`src/hw/rtl/vdl_pkg.sv`:
```
// Shared types and constants of the vector display-list executor.
// No dependencies; imported by every module of the block.
package vdl_pkg;

  localparam int ADDR_W      = 13;
  localparam int STACK_DEPTH = 4;
  localparam int LVL_W       = $clog2(STACK_DEPTH + 1);
  localparam int IDX_W       = (STACK_DEPTH > 1) ? $clog2(STACK_DEPTH) : 1;
  localparam int QUEUE_DEPTH = 2;
  localparam int QPTR_W      = (QUEUE_DEPTH > 1) ? $clog2(QUEUE_DEPTH) : 1;
  localparam int QCNT_W      = $clog2(QUEUE_DEPTH + 1);
  localparam int CFG_W       = 10;

  localparam logic [3:0] OP_LONG_LAST = 4'h9;
  localparam logic [3:0] OP_POSITION  = 4'ha;
  localparam logic [3:0] OP_HALT      = 4'hb;
  localparam logic [3:0] OP_CALL      = 4'hc;
  localparam logic [3:0] OP_RETURN    = 4'hd;
  localparam logic [3:0] OP_JUMP      = 4'he;
  localparam logic [3:0] OP_SHORT     = 4'hf;

  localparam logic CMD_START = 1'b0;
  localparam logic CMD_EXEC  = 1'b1;

  localparam logic REG_X_MIN = 1'b0;
  localparam logic REG_Y_MAX = 1'b1;

  localparam logic [3:0] SHIFT_CODE_LAST = 4'd9;

  typedef enum logic [2:0] {
    K_VECTOR,
    K_POSITION,
    K_HALT,
    K_CALL,
    K_RETURN,
    K_JUMP
  } kind_t;

  typedef struct packed {
    logic              start;
    kind_t             kind;
    logic              wide;
    logic [3:0]        inten;
    logic [9:0]        mx;
    logic              nx;
    logic [9:0]        my;
    logic              ny;
    logic [3:0]        code_add;
    logic [ADDR_W-1:0] target;
    logic [11:0]       pos_x;
    logic [11:0]       pos_y;
    logic [3:0]        scale;
  } item_t;

endpackage

```
`src/hw/rtl/vdl_front.sv`:
```
// Front end: accepts input items and decodes them into execution records.
// Depends on vdl_pkg.
module vdl_front import vdl_pkg::*; (
  input  logic        in_valid,
  output logic        in_ready,
  input  logic        command,
  input  logic [15:0] first_word,
  input  logic [15:0] second_word,
  output logic        dec_valid,
  input  logic        dec_ready,
  output item_t       dec_item
);

  logic [3:0] op;

  assign op        = first_word[15:12];
  assign in_ready  = dec_ready;
  assign dec_valid = in_valid;

  always_comb begin
    dec_item          = '0;
    dec_item.start    = (command == CMD_START);
    dec_item.target   = {first_word[11:0], 1'b0};
    dec_item.pos_x    = second_word[11:0];
    dec_item.pos_y    = first_word[11:0];
    dec_item.scale    = second_word[15:12];
    dec_item.my       = first_word[9:0];
    dec_item.ny       = first_word[10];
    dec_item.mx       = second_word[9:0];
    dec_item.nx       = second_word[10];
    dec_item.inten    = second_word[15:12];
    dec_item.code_add = op;
    if (op <= OP_LONG_LAST) begin
      dec_item.kind = K_VECTOR;
      dec_item.wide = 1'b1;
    end else begin
      case (op)
        OP_POSITION: begin
          dec_item.kind = K_POSITION;
          dec_item.wide = 1'b1;
        end
        OP_HALT:   dec_item.kind = K_HALT;
        OP_CALL:   dec_item.kind = K_CALL;
        OP_RETURN: dec_item.kind = K_RETURN;
        OP_JUMP:   dec_item.kind = K_JUMP;
        OP_SHORT: begin
          dec_item.kind     = K_VECTOR;
          dec_item.inten    = first_word[7:4];
          dec_item.my       = {first_word[9:8], 8'd0};
          dec_item.mx       = {first_word[1:0], 8'd0};
          dec_item.nx       = first_word[2];
          dec_item.code_add = 4'd2 + {2'b00, first_word[3], 1'b0}
                              + {3'b000, first_word[11]};
        end
        default: dec_item.kind = K_HALT;
      endcase
    end
  end

endmodule

```
`src/hw/rtl/vdl_queue.sv`:
```
// Short queue of decoded items between the front end and the execution unit.
// Depends on vdl_pkg.
module vdl_queue import vdl_pkg::*; (
  input  logic  clk,
  input  logic  rst,
  input  logic  wr_valid,
  output logic  wr_ready,
  input  item_t wr_item,
  output logic  rd_valid,
  input  logic  rd_ready,
  output item_t rd_item
);

  item_t             slots [QUEUE_DEPTH];
  logic [QPTR_W-1:0] wr_ptr;
  logic [QPTR_W-1:0] rd_ptr;
  logic [QCNT_W-1:0] count;
  logic              push;
  logic              pop;

  assign wr_ready = (count != QCNT_W'(QUEUE_DEPTH));
  assign rd_valid = (count != '0);
  assign rd_item  = slots[rd_ptr];
  assign push     = wr_valid && wr_ready;
  assign pop      = rd_valid && rd_ready;

  always_ff @(posedge clk) begin
    if (push) begin
      slots[wr_ptr] <= wr_item;
    end
  end

  always_ff @(posedge clk) begin
    if (rst) begin
      wr_ptr <= '0;
      rd_ptr <= '0;
      count  <= '0;
    end else begin
      if (push) begin
        wr_ptr <= (wr_ptr == QPTR_W'(QUEUE_DEPTH - 1)) ? '0 : wr_ptr + 1'b1;
      end
      if (pop) begin
        rd_ptr <= (rd_ptr == QPTR_W'(QUEUE_DEPTH - 1)) ? '0 : rd_ptr + 1'b1;
      end
      if (push && !pop) begin
        count <= count + 1'b1;
      end else if (pop && !push) begin
        count <= count - 1'b1;
      end
    end
  end

endmodule

```
`src/hw/rtl/vdl_back.sv`:
```
// Execution unit: program address, return stack, scale, beam, config, result register.
// Depends on vdl_pkg.
module vdl_back import vdl_pkg::*; (
  input  logic                    clk,
  input  logic                    rst,
  input  logic                    cfg_we,
  input  logic                    cfg_index,
  input  logic [CFG_W-1:0]        cfg_wdata,
  input  logic                    q_valid,
  output logic                    q_ready,
  input  item_t                   q_item,
  output logic                    out_valid,
  input  logic                    out_ready,
  output logic [ADDR_W-1:0]       next_address,
  output logic                    draw,
  output logic signed [15:0]      start_x,
  output logic signed [15:0]      start_y,
  output logic signed [15:0]      end_x,
  output logic signed [15:0]      end_y,
  output logic [3:0]              intensity,
  output logic                    halted
);

  logic [CFG_W-1:0]  x_min;
  logic [CFG_W-1:0]  y_max;
  logic [ADDR_W-1:0] pc;
  logic [ADDR_W-1:0] pc_next;
  logic [ADDR_W-1:0] stack [STACK_DEPTH];
  logic [LVL_W-1:0]  level;
  logic [LVL_W-1:0]  level_next;
  logic [LVL_W-1:0]  level_dec;
  logic [3:0]        scale;
  logic [3:0]        scale_next;
  logic [31:0]       beam_x;
  logic [31:0]       beam_x_next;
  logic [31:0]       beam_y;
  logic [31:0]       beam_y_next;
  logic              halt;
  logic              halt_next;
  logic              draw_next;
  logic [3:0]        inten_next;
  logic [15:0]       sx_next;
  logic [15:0]       sy_next;
  logic              take;
  logic              push;
  logic              full;
  logic [ADDR_W-1:0] pc_step;
  logic [3:0]        code;
  logic [4:0]        shamt;
  logic [10:0]       sdx;
  logic [10:0]       sdy;
  logic [31:0]       dx;
  logic [31:0]       dy;
  logic [15:0]       pos_x;
  logic [15:0]       pos_y;

  assign take      = q_valid && (!out_valid || out_ready);
  assign q_ready   = take;
  assign full      = (level == LVL_W'(STACK_DEPTH));
  assign level_dec = level - 1'b1;
  assign code      = scale + q_item.code_add;
  assign shamt     = (code > SHIFT_CODE_LAST) ? 5'd6 : 5'd7 + {1'b0, code};
  assign sdx       = q_item.nx ? -{1'b0, q_item.mx} : {1'b0, q_item.mx};
  assign sdy       = q_item.ny ? -{1'b0, q_item.my} : {1'b0, q_item.my};
  assign dx        = {{21{sdx[10]}}, sdx} << shamt;
  assign dy        = {{21{sdy[10]}}, sdy} << shamt;
  assign pos_x     = {{4{q_item.pos_x[11]}}, q_item.pos_x} - {6'd0, x_min};
  assign pos_y     = {6'd0, y_max} - {{4{q_item.pos_y[11]}}, q_item.pos_y};
  assign pc_step   = pc + (q_item.wide ? ADDR_W'(4) : ADDR_W'(2));

  always_comb begin
    pc_next     = pc;
    level_next  = level;
    scale_next  = scale;
    beam_x_next = beam_x;
    beam_y_next = beam_y;
    halt_next   = halt;
    draw_next   = 1'b0;
    inten_next  = 4'd0;
    sx_next     = beam_x[31:16];
    sy_next     = beam_y[31:16];
    push        = 1'b0;
    if (q_item.start) begin
      pc_next     = '0;
      level_next  = '0;
      scale_next  = 4'd0;
      beam_x_next = '0;
      beam_y_next = '0;
      halt_next   = 1'b0;
      sx_next     = '0;
      sy_next     = '0;
    end else if (!halt) begin
      pc_next = pc_step;
      case (q_item.kind)
        K_VECTOR: begin
          beam_x_next = beam_x + dx;
          beam_y_next = beam_y - dy;
          inten_next  = q_item.inten;
          draw_next   = (q_item.inten != 4'd0);
        end
        K_POSITION: begin
          scale_next  = q_item.scale;
          beam_x_next = {pos_x, 16'd0};
          beam_y_next = {pos_y, 16'd0};
        end
        K_HALT: halt_next = 1'b1;
        K_CALL: begin
          pc_next = q_item.target;
          if (full) begin
            halt_next  = 1'b1;
            level_next = '0;
          end else begin
            push       = 1'b1;
            level_next = level + 1'b1;
          end
        end
        K_RETURN: begin
          if (level != '0) begin
            level_next = level_dec;
            pc_next    = stack[level_dec[IDX_W-1:0]];
          end
        end
        K_JUMP: pc_next = q_item.target;
        default: pc_next = pc_step;
      endcase
    end
  end

  always_ff @(posedge clk) begin
    if (take && push) begin
      stack[level[IDX_W-1:0]] <= pc_step;
    end
  end

  always_ff @(posedge clk) begin
    if (rst) begin
      x_min <= '0;
      y_max <= {CFG_W{1'b1}};
    end else if (cfg_we) begin
      if (cfg_index == REG_X_MIN) begin
        x_min <= cfg_wdata;
      end else begin
        y_max <= cfg_wdata;
      end
    end
  end

  always_ff @(posedge clk) begin
    if (rst) begin
      pc        <= '0;
      level     <= '0;
      scale     <= 4'd0;
      beam_x    <= '0;
      beam_y    <= '0;
      halt      <= 1'b0;
      out_valid <= 1'b0;
    end else begin
      if (take) begin
        pc        <= pc_next;
        level     <= level_next;
        scale     <= scale_next;
        beam_x    <= beam_x_next;
        beam_y    <= beam_y_next;
        halt      <= halt_next;
        out_valid <= 1'b1;
      end else if (out_ready) begin
        out_valid <= 1'b0;
      end
    end
  end

  always_ff @(posedge clk) begin
    if (take) begin
      next_address <= pc_next;
      draw         <= draw_next;
      start_x      <= sx_next;
      start_y      <= sy_next;
      end_x        <= beam_x_next[31:16];
      end_y        <= beam_y_next[31:16];
      intensity    <= inten_next;
      halted       <= halt_next;
    end
  end

endmodule

```
`src/hw/rtl/vector_display_list_executor.sv`:
```
// Top level of the vector display-list executor: front end, queue, execution unit.
// Depends on vdl_pkg, vdl_front, vdl_queue and vdl_back.
//
//   channel   handshake             payload
//   input     in_valid / in_ready   command, first_word, second_word
//   result    out_valid / out_ready next_address, draw, start/end x/y, intensity, halted
//   config    cfg_we                cfg_index, cfg_wdata (10 bits)
//
// One item per cycle sustained while out_ready stays high; each item taken is written
// into the decode queue, and the execution unit then registers its result as it updates
// the address and beam state. rst is synchronous and clears queue, state and result valid.
// The queue holds two decoded items; in a sustained stream it absorbs one more item when
// the output stalls, then in_ready drops until the result is taken.
module vector_display_list_executor import vdl_pkg::*; (
  input  logic               clk,
  input  logic               rst,
  input  logic               cfg_we,
  input  logic               cfg_index,
  input  logic [CFG_W-1:0]   cfg_wdata,
  input  logic               in_valid,
  output logic               in_ready,
  input  logic               command,
  input  logic [15:0]        first_word,
  input  logic [15:0]        second_word,
  output logic               out_valid,
  input  logic               out_ready,
  output logic [ADDR_W-1:0]  next_address,
  output logic               draw,
  output logic signed [15:0] start_x,
  output logic signed [15:0] start_y,
  output logic signed [15:0] end_x,
  output logic signed [15:0] end_y,
  output logic [3:0]         intensity,
  output logic               halted
);

  logic  dec_valid;
  logic  dec_ready;
  item_t dec_item;
  logic  q_valid;
  logic  q_ready;
  item_t q_item;

  vdl_front u_front (
    .in_valid    (in_valid),
    .in_ready    (in_ready),
    .command     (command),
    .first_word  (first_word),
    .second_word (second_word),
    .dec_valid   (dec_valid),
    .dec_ready   (dec_ready),
    .dec_item    (dec_item)
  );

  vdl_queue u_queue (
    .clk      (clk),
    .rst      (rst),
    .wr_valid (dec_valid),
    .wr_ready (dec_ready),
    .wr_item  (dec_item),
    .rd_valid (q_valid),
    .rd_ready (q_ready),
    .rd_item  (q_item)
  );

  vdl_back u_back (
    .clk          (clk),
    .rst          (rst),
    .cfg_we       (cfg_we),
    .cfg_index    (cfg_index),
    .cfg_wdata    (cfg_wdata),
    .q_valid      (q_valid),
    .q_ready      (q_ready),
    .q_item       (q_item),
    .out_valid    (out_valid),
    .out_ready    (out_ready),
    .next_address (next_address),
    .draw         (draw),
    .start_x      (start_x),
    .start_y      (start_y),
    .end_x        (end_x),
    .end_y        (end_y),
    .intensity    (intensity),
    .halted       (halted)
  );

endmodule

```
`config.mk`:
```
export PLATFORM = sky130hd
export DESIGN_NAME = vector_display_list_executor
export DESIGN_NICKNAME = d
export VERILOG_FILES = /design/src/hw/rtl/vdl_pkg.sv /design/src/hw/rtl/vdl_front.sv /design/src/hw/rtl/vdl_queue.sv /design/src/hw/rtl/vdl_back.sv /design/src/hw/rtl/vector_display_list_executor.sv
export SDC_FILE = /design/constraint.sdc
export NUM_CORES = 1
export LEC_CHECK = 0
export BUFFER_PORTS_ARGS = -buffer_cell sky130_fd_sc_hd__buf_2
export CORE_MARGIN = 3
export CORE_UTILIZATION = 57
export DETAILED_ROUTE_END_ITERATION = 12
export PLACE_DENSITY_LB_ADDON = 0.1
export RECOVER_POWER = 25
export SKIP_CTS_REPAIR_TIMING = 1
export SLEW_MARGIN = 10
export SYNTH_ARGS = -nofsm -noshare
export SYNTH_HDL_FRONTEND = slang
export SYNTH_SLANG_ARGS = --single-unit
```
`constraint.sdc`:
```
create_clock -name clk -period 8.8 [get_ports clk]
set_input_delay 1.76 -clock clk [delete_from_list [all_inputs] [get_ports clk]]
set_output_delay 1.76 -clock clk [all_outputs]
set_load 0.02 [all_outputs]
```
Word level (Yosys, flattened, before mapping)
Memories as Yosys holds them, arrays and structs flattened. A register that Yosys moved wholly into a read port is not among the register bits. Index checks and enable logic that the tools add are counted.

Register bits: 193. Bits in writable memories: 202. Input bits: 49. Word-level logic and storage cells: 137. Memories: 2.

Memory list: u_queue.slots (depth 2, bits a word 75, read ports 1, clocked after Yosys merged registers in 1, wr ports 1, line vdl_queue.sv:14) `item_t slots [QUEUE_DEPTH];`; u_back.stack (depth 4, bits a word 13, read ports 1, clocked after Yosys merged registers in 0, wr ports 1, line vdl_back.sv:28) `logic [ADDR_W-1:0] stack [STACK_DEPTH];`.

$add $sub $neg: 17. Magnitude comparators: 2. Eq/ne operators: 14. Shifts and indexed selects: 2. Mux-type cells: 49. Bitwise operators: 3. Reductions and logical operators: 26.

Operators with widths (number): two-way mux 32 bit (4); one-hot mux 32 bit (2 select lines) (2); left shift 32 x 5 -> 32 bit (2); two-way mux 25 bit (2); two-way mux 13 bit (3); adder 32 bit (1); subtractor 32 bit (1); one-hot mux 13 bit (2 select lines) (1); two-way mux 4 bit (6); two-way mux 11 bit (2); negator 10 -> 11 bit (2); == test 4 bit (second input constant) (5); two-way mux 1 bit (18); two-way mux 3 bit (5); one-hot mux 3 bit (5 select lines) (1); adder 13 bit (1); subtractor 11 x 12 -> 13 bit (1); subtractor 12 x 11 -> 13 bit (1); == test 3 bit (second input constant) (3); nonzero test 3 bit (3); nonzero test 2 bit (4); == test 3 x 2 -> 1 bit (second input constant) (2); logical AND 1 bit (6); one-hot mux 3 bit (2 select lines) (1); other kinds (27) (36).

Logic depth before layout (Yosys ltp)
Word-level depth: 8. Mapped depth: 37. Gate-level depth less buffers: 28.

Hierarchy
A second synthesis with hierarchy kept.

Cells, all modules: 2225. Area total of the unflattened synthesis: 22866.9 sq um.

By module, submodules not included: vdl_back (times used 1, cells each 1873, area each 16460.8 sq um, seq. area each 6175.9 sq um); vdl_queue (times used 1, cells each 260, area each 5710.5 sq um, seq. area each 4664.5 sq um); vdl_front (times used 1, cells each 92, area each 695.7 sq um, seq. area each 0.0 sq um).

Worst setup path after synthesis
Ideal clock, no wire load.

Kind: flip-flop to flip-flop. From: register (tool-made name). To: register u_back.end_y[10] (data pin). Data arrival time: 7.662 ns. Path slack: 0.963 ns. Cell stages (with the launch flop): 37. Cell sequence: dfxtp_1 -> buf_2 -> buf_2 -> buf_2 -> buf_2 -> buf_4 -> buf_2 -> buf_2 -> mux2_2 -> ha_1 -> fa_1 -> inv_1 -> ha_1 -> or2_2 -> a221oi_2 -> mux2i_2 -> and2_1 -> buf_2 -> buf_2 -> buf_2 -> o211ai_1 -> o21ai_0 -> a21oi_1 -> a22o_1 -> nand2_1 -> ha_1 -> nand2_1 -> o21ai_0 -> a221o_1 -> a221oi_1 -> a21boi_0 -> a22o_1 -> a21oi_1 -> a31oi_1 -> xnor2_1 -> nand2_1 -> a311oi_1.

RTL lines: to (signal assigned) (line vdl_back.sv:179) `end_y <= beam_y_next[31:16];`; to (decl) (line vdl_back.sv:19) `output logic signed [15:0] end_y,`.

==> impl_metrics.toml <==
[route]
via_per_inst = 6.19
dr_total_vias = 16900
first_pass_iters = 6
drt_iter0_markers = 1445
remaining_drc_errors = 0
drtAntennaViolNets = 0
routedWlPerCell_um = 22.2
wl_um = 60600

[run_status]
outcome = "finished with violations"
violations = "capacitance limit, slew limit"

[placement]
port_buffers = 133
gp_congestion = 1.01
dp_hpwl_um = 43900

[synth]
yosysWarningCount = 0
synthFlopType = "edfxtp_1"
syn_inst = 2145
ys_top_cells_by_area = "edfxtp_1 (36%), dfxtp_1 (10%), ha_1 (6.3%)"
yosys_register_bits = 366
seq_area_frac_synth_pct = 46.7
synth_edf_count = 255
synth.most_common_cell = "edfxtp_1"
async_reset_ff_share_pct = 0
synth_commonest_cells = "edfxtp_1 (255), nand2_1 (212), nor2_1 (199)"
synth_top_cell_area_share_pct = 36.2
synth_top_area_cell = "edfxtp_1"
synth.distinct_cells = 86
syn_avg_cell_area_um2 = 9.87
syn-cell-area_um2 = 21200

[setup_path]
path_max_fanout = 43
cpLargestDelayFamily = "compound AO/OA/AOI/OAI gates"
r2r-end = "u_back.end_y[10]"
end_kind = "flip-flop"
cp.arrival_ns = 8.02
crit_required_ns = 9.16
rr_worst_depth = 22
cpMostUsedCell = "a21oi_1"
worstSetupPathType = "flip-flop to flip-flop"
max_stage_delay_ns = 0.82
cp_cell_sequence = "buf_4 > mux2_2 > ha_1 > xnor2_2 > a22oi_1 > mux2i_2 > and2_1 > a221oi_1 > mux2_2 > or3_1 > ha_1 > a21oi_1 > a21oi_1 > o211ai_1 > a2111oi_1 > a21boi_0 > a22o_1 > a21oi_1 > a31oi_1 > xnor2_1 > nand2_1 > a311oi_1"
reg2reg_slack_ns = 1.15
startpoint_type = "flip-flop"
cp_slowest_cell = "and2_1"
crit_buf_inv = 1
crit_cells = 22

[cells_and_area]
drive_gt1_share_pct = 12.0
nFillCells = 3008
area_growth_pct = 10.9
final_nets = 2400
antenna_cells = 0

[clocking]
cts_buffer_depth = 3
clock_latency_ns = 0.57
numCtsBuffers = 40
cts_num_sinks = 366
htree_num_levels = 2
root_buffer = "clkbuf_16"
path_clk_slew_ns = 0.06
cts_tree = "done"

[floorplan]
dieArea_um2 = 39500
io_pins = 134
die_w_um = 199
die_h_um = 199
start_util_pct = 58.7
rows = 69
core_um2 = 36100

[worst_hold_path]
hold_path_startpoint = "u_back.x_min[9]"
holdPathEnd = "u_back.x_min[9]"
hold_class = "flip-flop to flip-flop"
worstHoldPathCells = 2

[global_routing]
grt_pass1_vias = 16000
grt_pass1_wl_um = 92300
track_usage_pct = 30.4
grt_max_degree = 74
antenna_found_initial = 0
grt.overflow.total = 0

[sta]
hold_viol_final = 0
timing.hold.ws_ns = 0.455
drv_slew = 182
max_slew_margin_pct = -129
period_minus_slack_ns = 7.65
max_freq_ghz = 0.131
fin_skew_ns = 0.0264
tightest_slew_ns = 3.44
finalCritPeriodShare_pct = 87.0
setup_violations = 0
final.setup.tns_ns = 0
rsz0062_at_grt = "false"

[flow_run]
maxCapViolCount = 4
-- area by class of cell --
cell class | instances | area (um^2) | area share (%)
multi-input cells | 1605 | 10700 | 45.3
flip-flops and latches | 366 | 9880 | 42.1
clock buffers | 65 | 1220 | 5.18
repair buffers | 160 | 818 | 3.48
well taps | 461 | 577 | 2.46
inverters | 66 | 250 | 1.07
clock inverters | 9 | 96.3 | 0.410
-- logic make-up after synthesis --
kind of cell    Yosys count  synth area share, %
compound gates          598                 17.9
fa+ha+maj               112                 6.83
mux                     103                 5.92
simple gates            686                 15.1
other cells               1               0.0177
xor+xnor                103                 4.33
buf+inv                 176                 3.29
flops                   366                 46.7
-- placed cells by master, fill, tap and decap left out, drive strengths merged, types with 32 or more instances in the layout --
cell / netlist / final
edfxtp: 255 / 255
nand2: 213 / 213
nor2: 199 / 199
a21oi: 181 / 181
o21ai: 144 / 144
buf: 30 / 126
dfxtp: 111 / 111
ha: 106 / 106
clkbuf: 80 / 99
inv: 66 / 67
and2: 65 / 65
xnor2: 60 / 60
mux2i: 55 / 55
nor3: 48 / 48
nand3: 47 / 47
a21o: 43 / 43
xor2: 43 / 43
mux2: 34 / 34
a22oi: 32 / 32
-- worst min-delay path, delay by kind of cell (launching register included) --
family | cells | cell delay (ns)
AND/OR/NAND/NOR | 1 | 0.05
flip-flops | 1 | 0.31
AO/OA/AOI/OAI | 1 | 0.05
-- routing by layer --
layer  vias to the layer above  global-route usage [%]  routed length [um]
met3                       137                    5.08                4230
li1                       8052                       -                   -
met4                         0                    12.3                2630
met5                         -                       0                   0
met2                       613                    48.4               27800
met1                      8113                    41.7               26000
-- sequential cells by signal, indices dropped and copies added (netlist names), 2 cells and up, named ones only --
name and count:
u_queue.slots 120, u_back.stack 52, u_back.beam_x 32, u_back.beam_y 32, u_back.end_x 16, u_back.end_y 16, u_back.start_x 16, u_back.start_y 16
u_back.next_address 13, u_back.pc 13, u_back.x_min 10, u_back.y_max 10, u_back.intensity 4, u_back.scale 4, u_back.level 3, u_queue.count 2
-- per-stage QoR --
stage                     setup WS, ns  utilization, %  std cells  instance area, um^2
after global placement            1.66            61.6       2658                22200
after detailed placement          1.38            61.6       2658                22200
after global routing             0.583            65.1       2732                23500
final                             1.15            65.1       2732                23500
after floorplan                  0.963               -       2147                21200
after CTS                         1.32            65.2       2732                23500
-- how the worst max path moves through the flow --
| stage | startpoint | to |
|---|---|---|
| after global placement | flip-flop | u_back.end_y[10] |
| after global routing | flip-flop | u_back.end_y[10] |
| after floorplan | flip-flop | u_back.end_y[10] |
| after CTS | flip-flop | u_back.end_y[10] |
| final | flip-flop | u_back.end_y[10] |
| after detailed placement | flip-flop | u_back.end_y[10] |
Power is not shown: default switching activity piles up to over one toggle a cycle in this logic, so the estimate is an artifact.
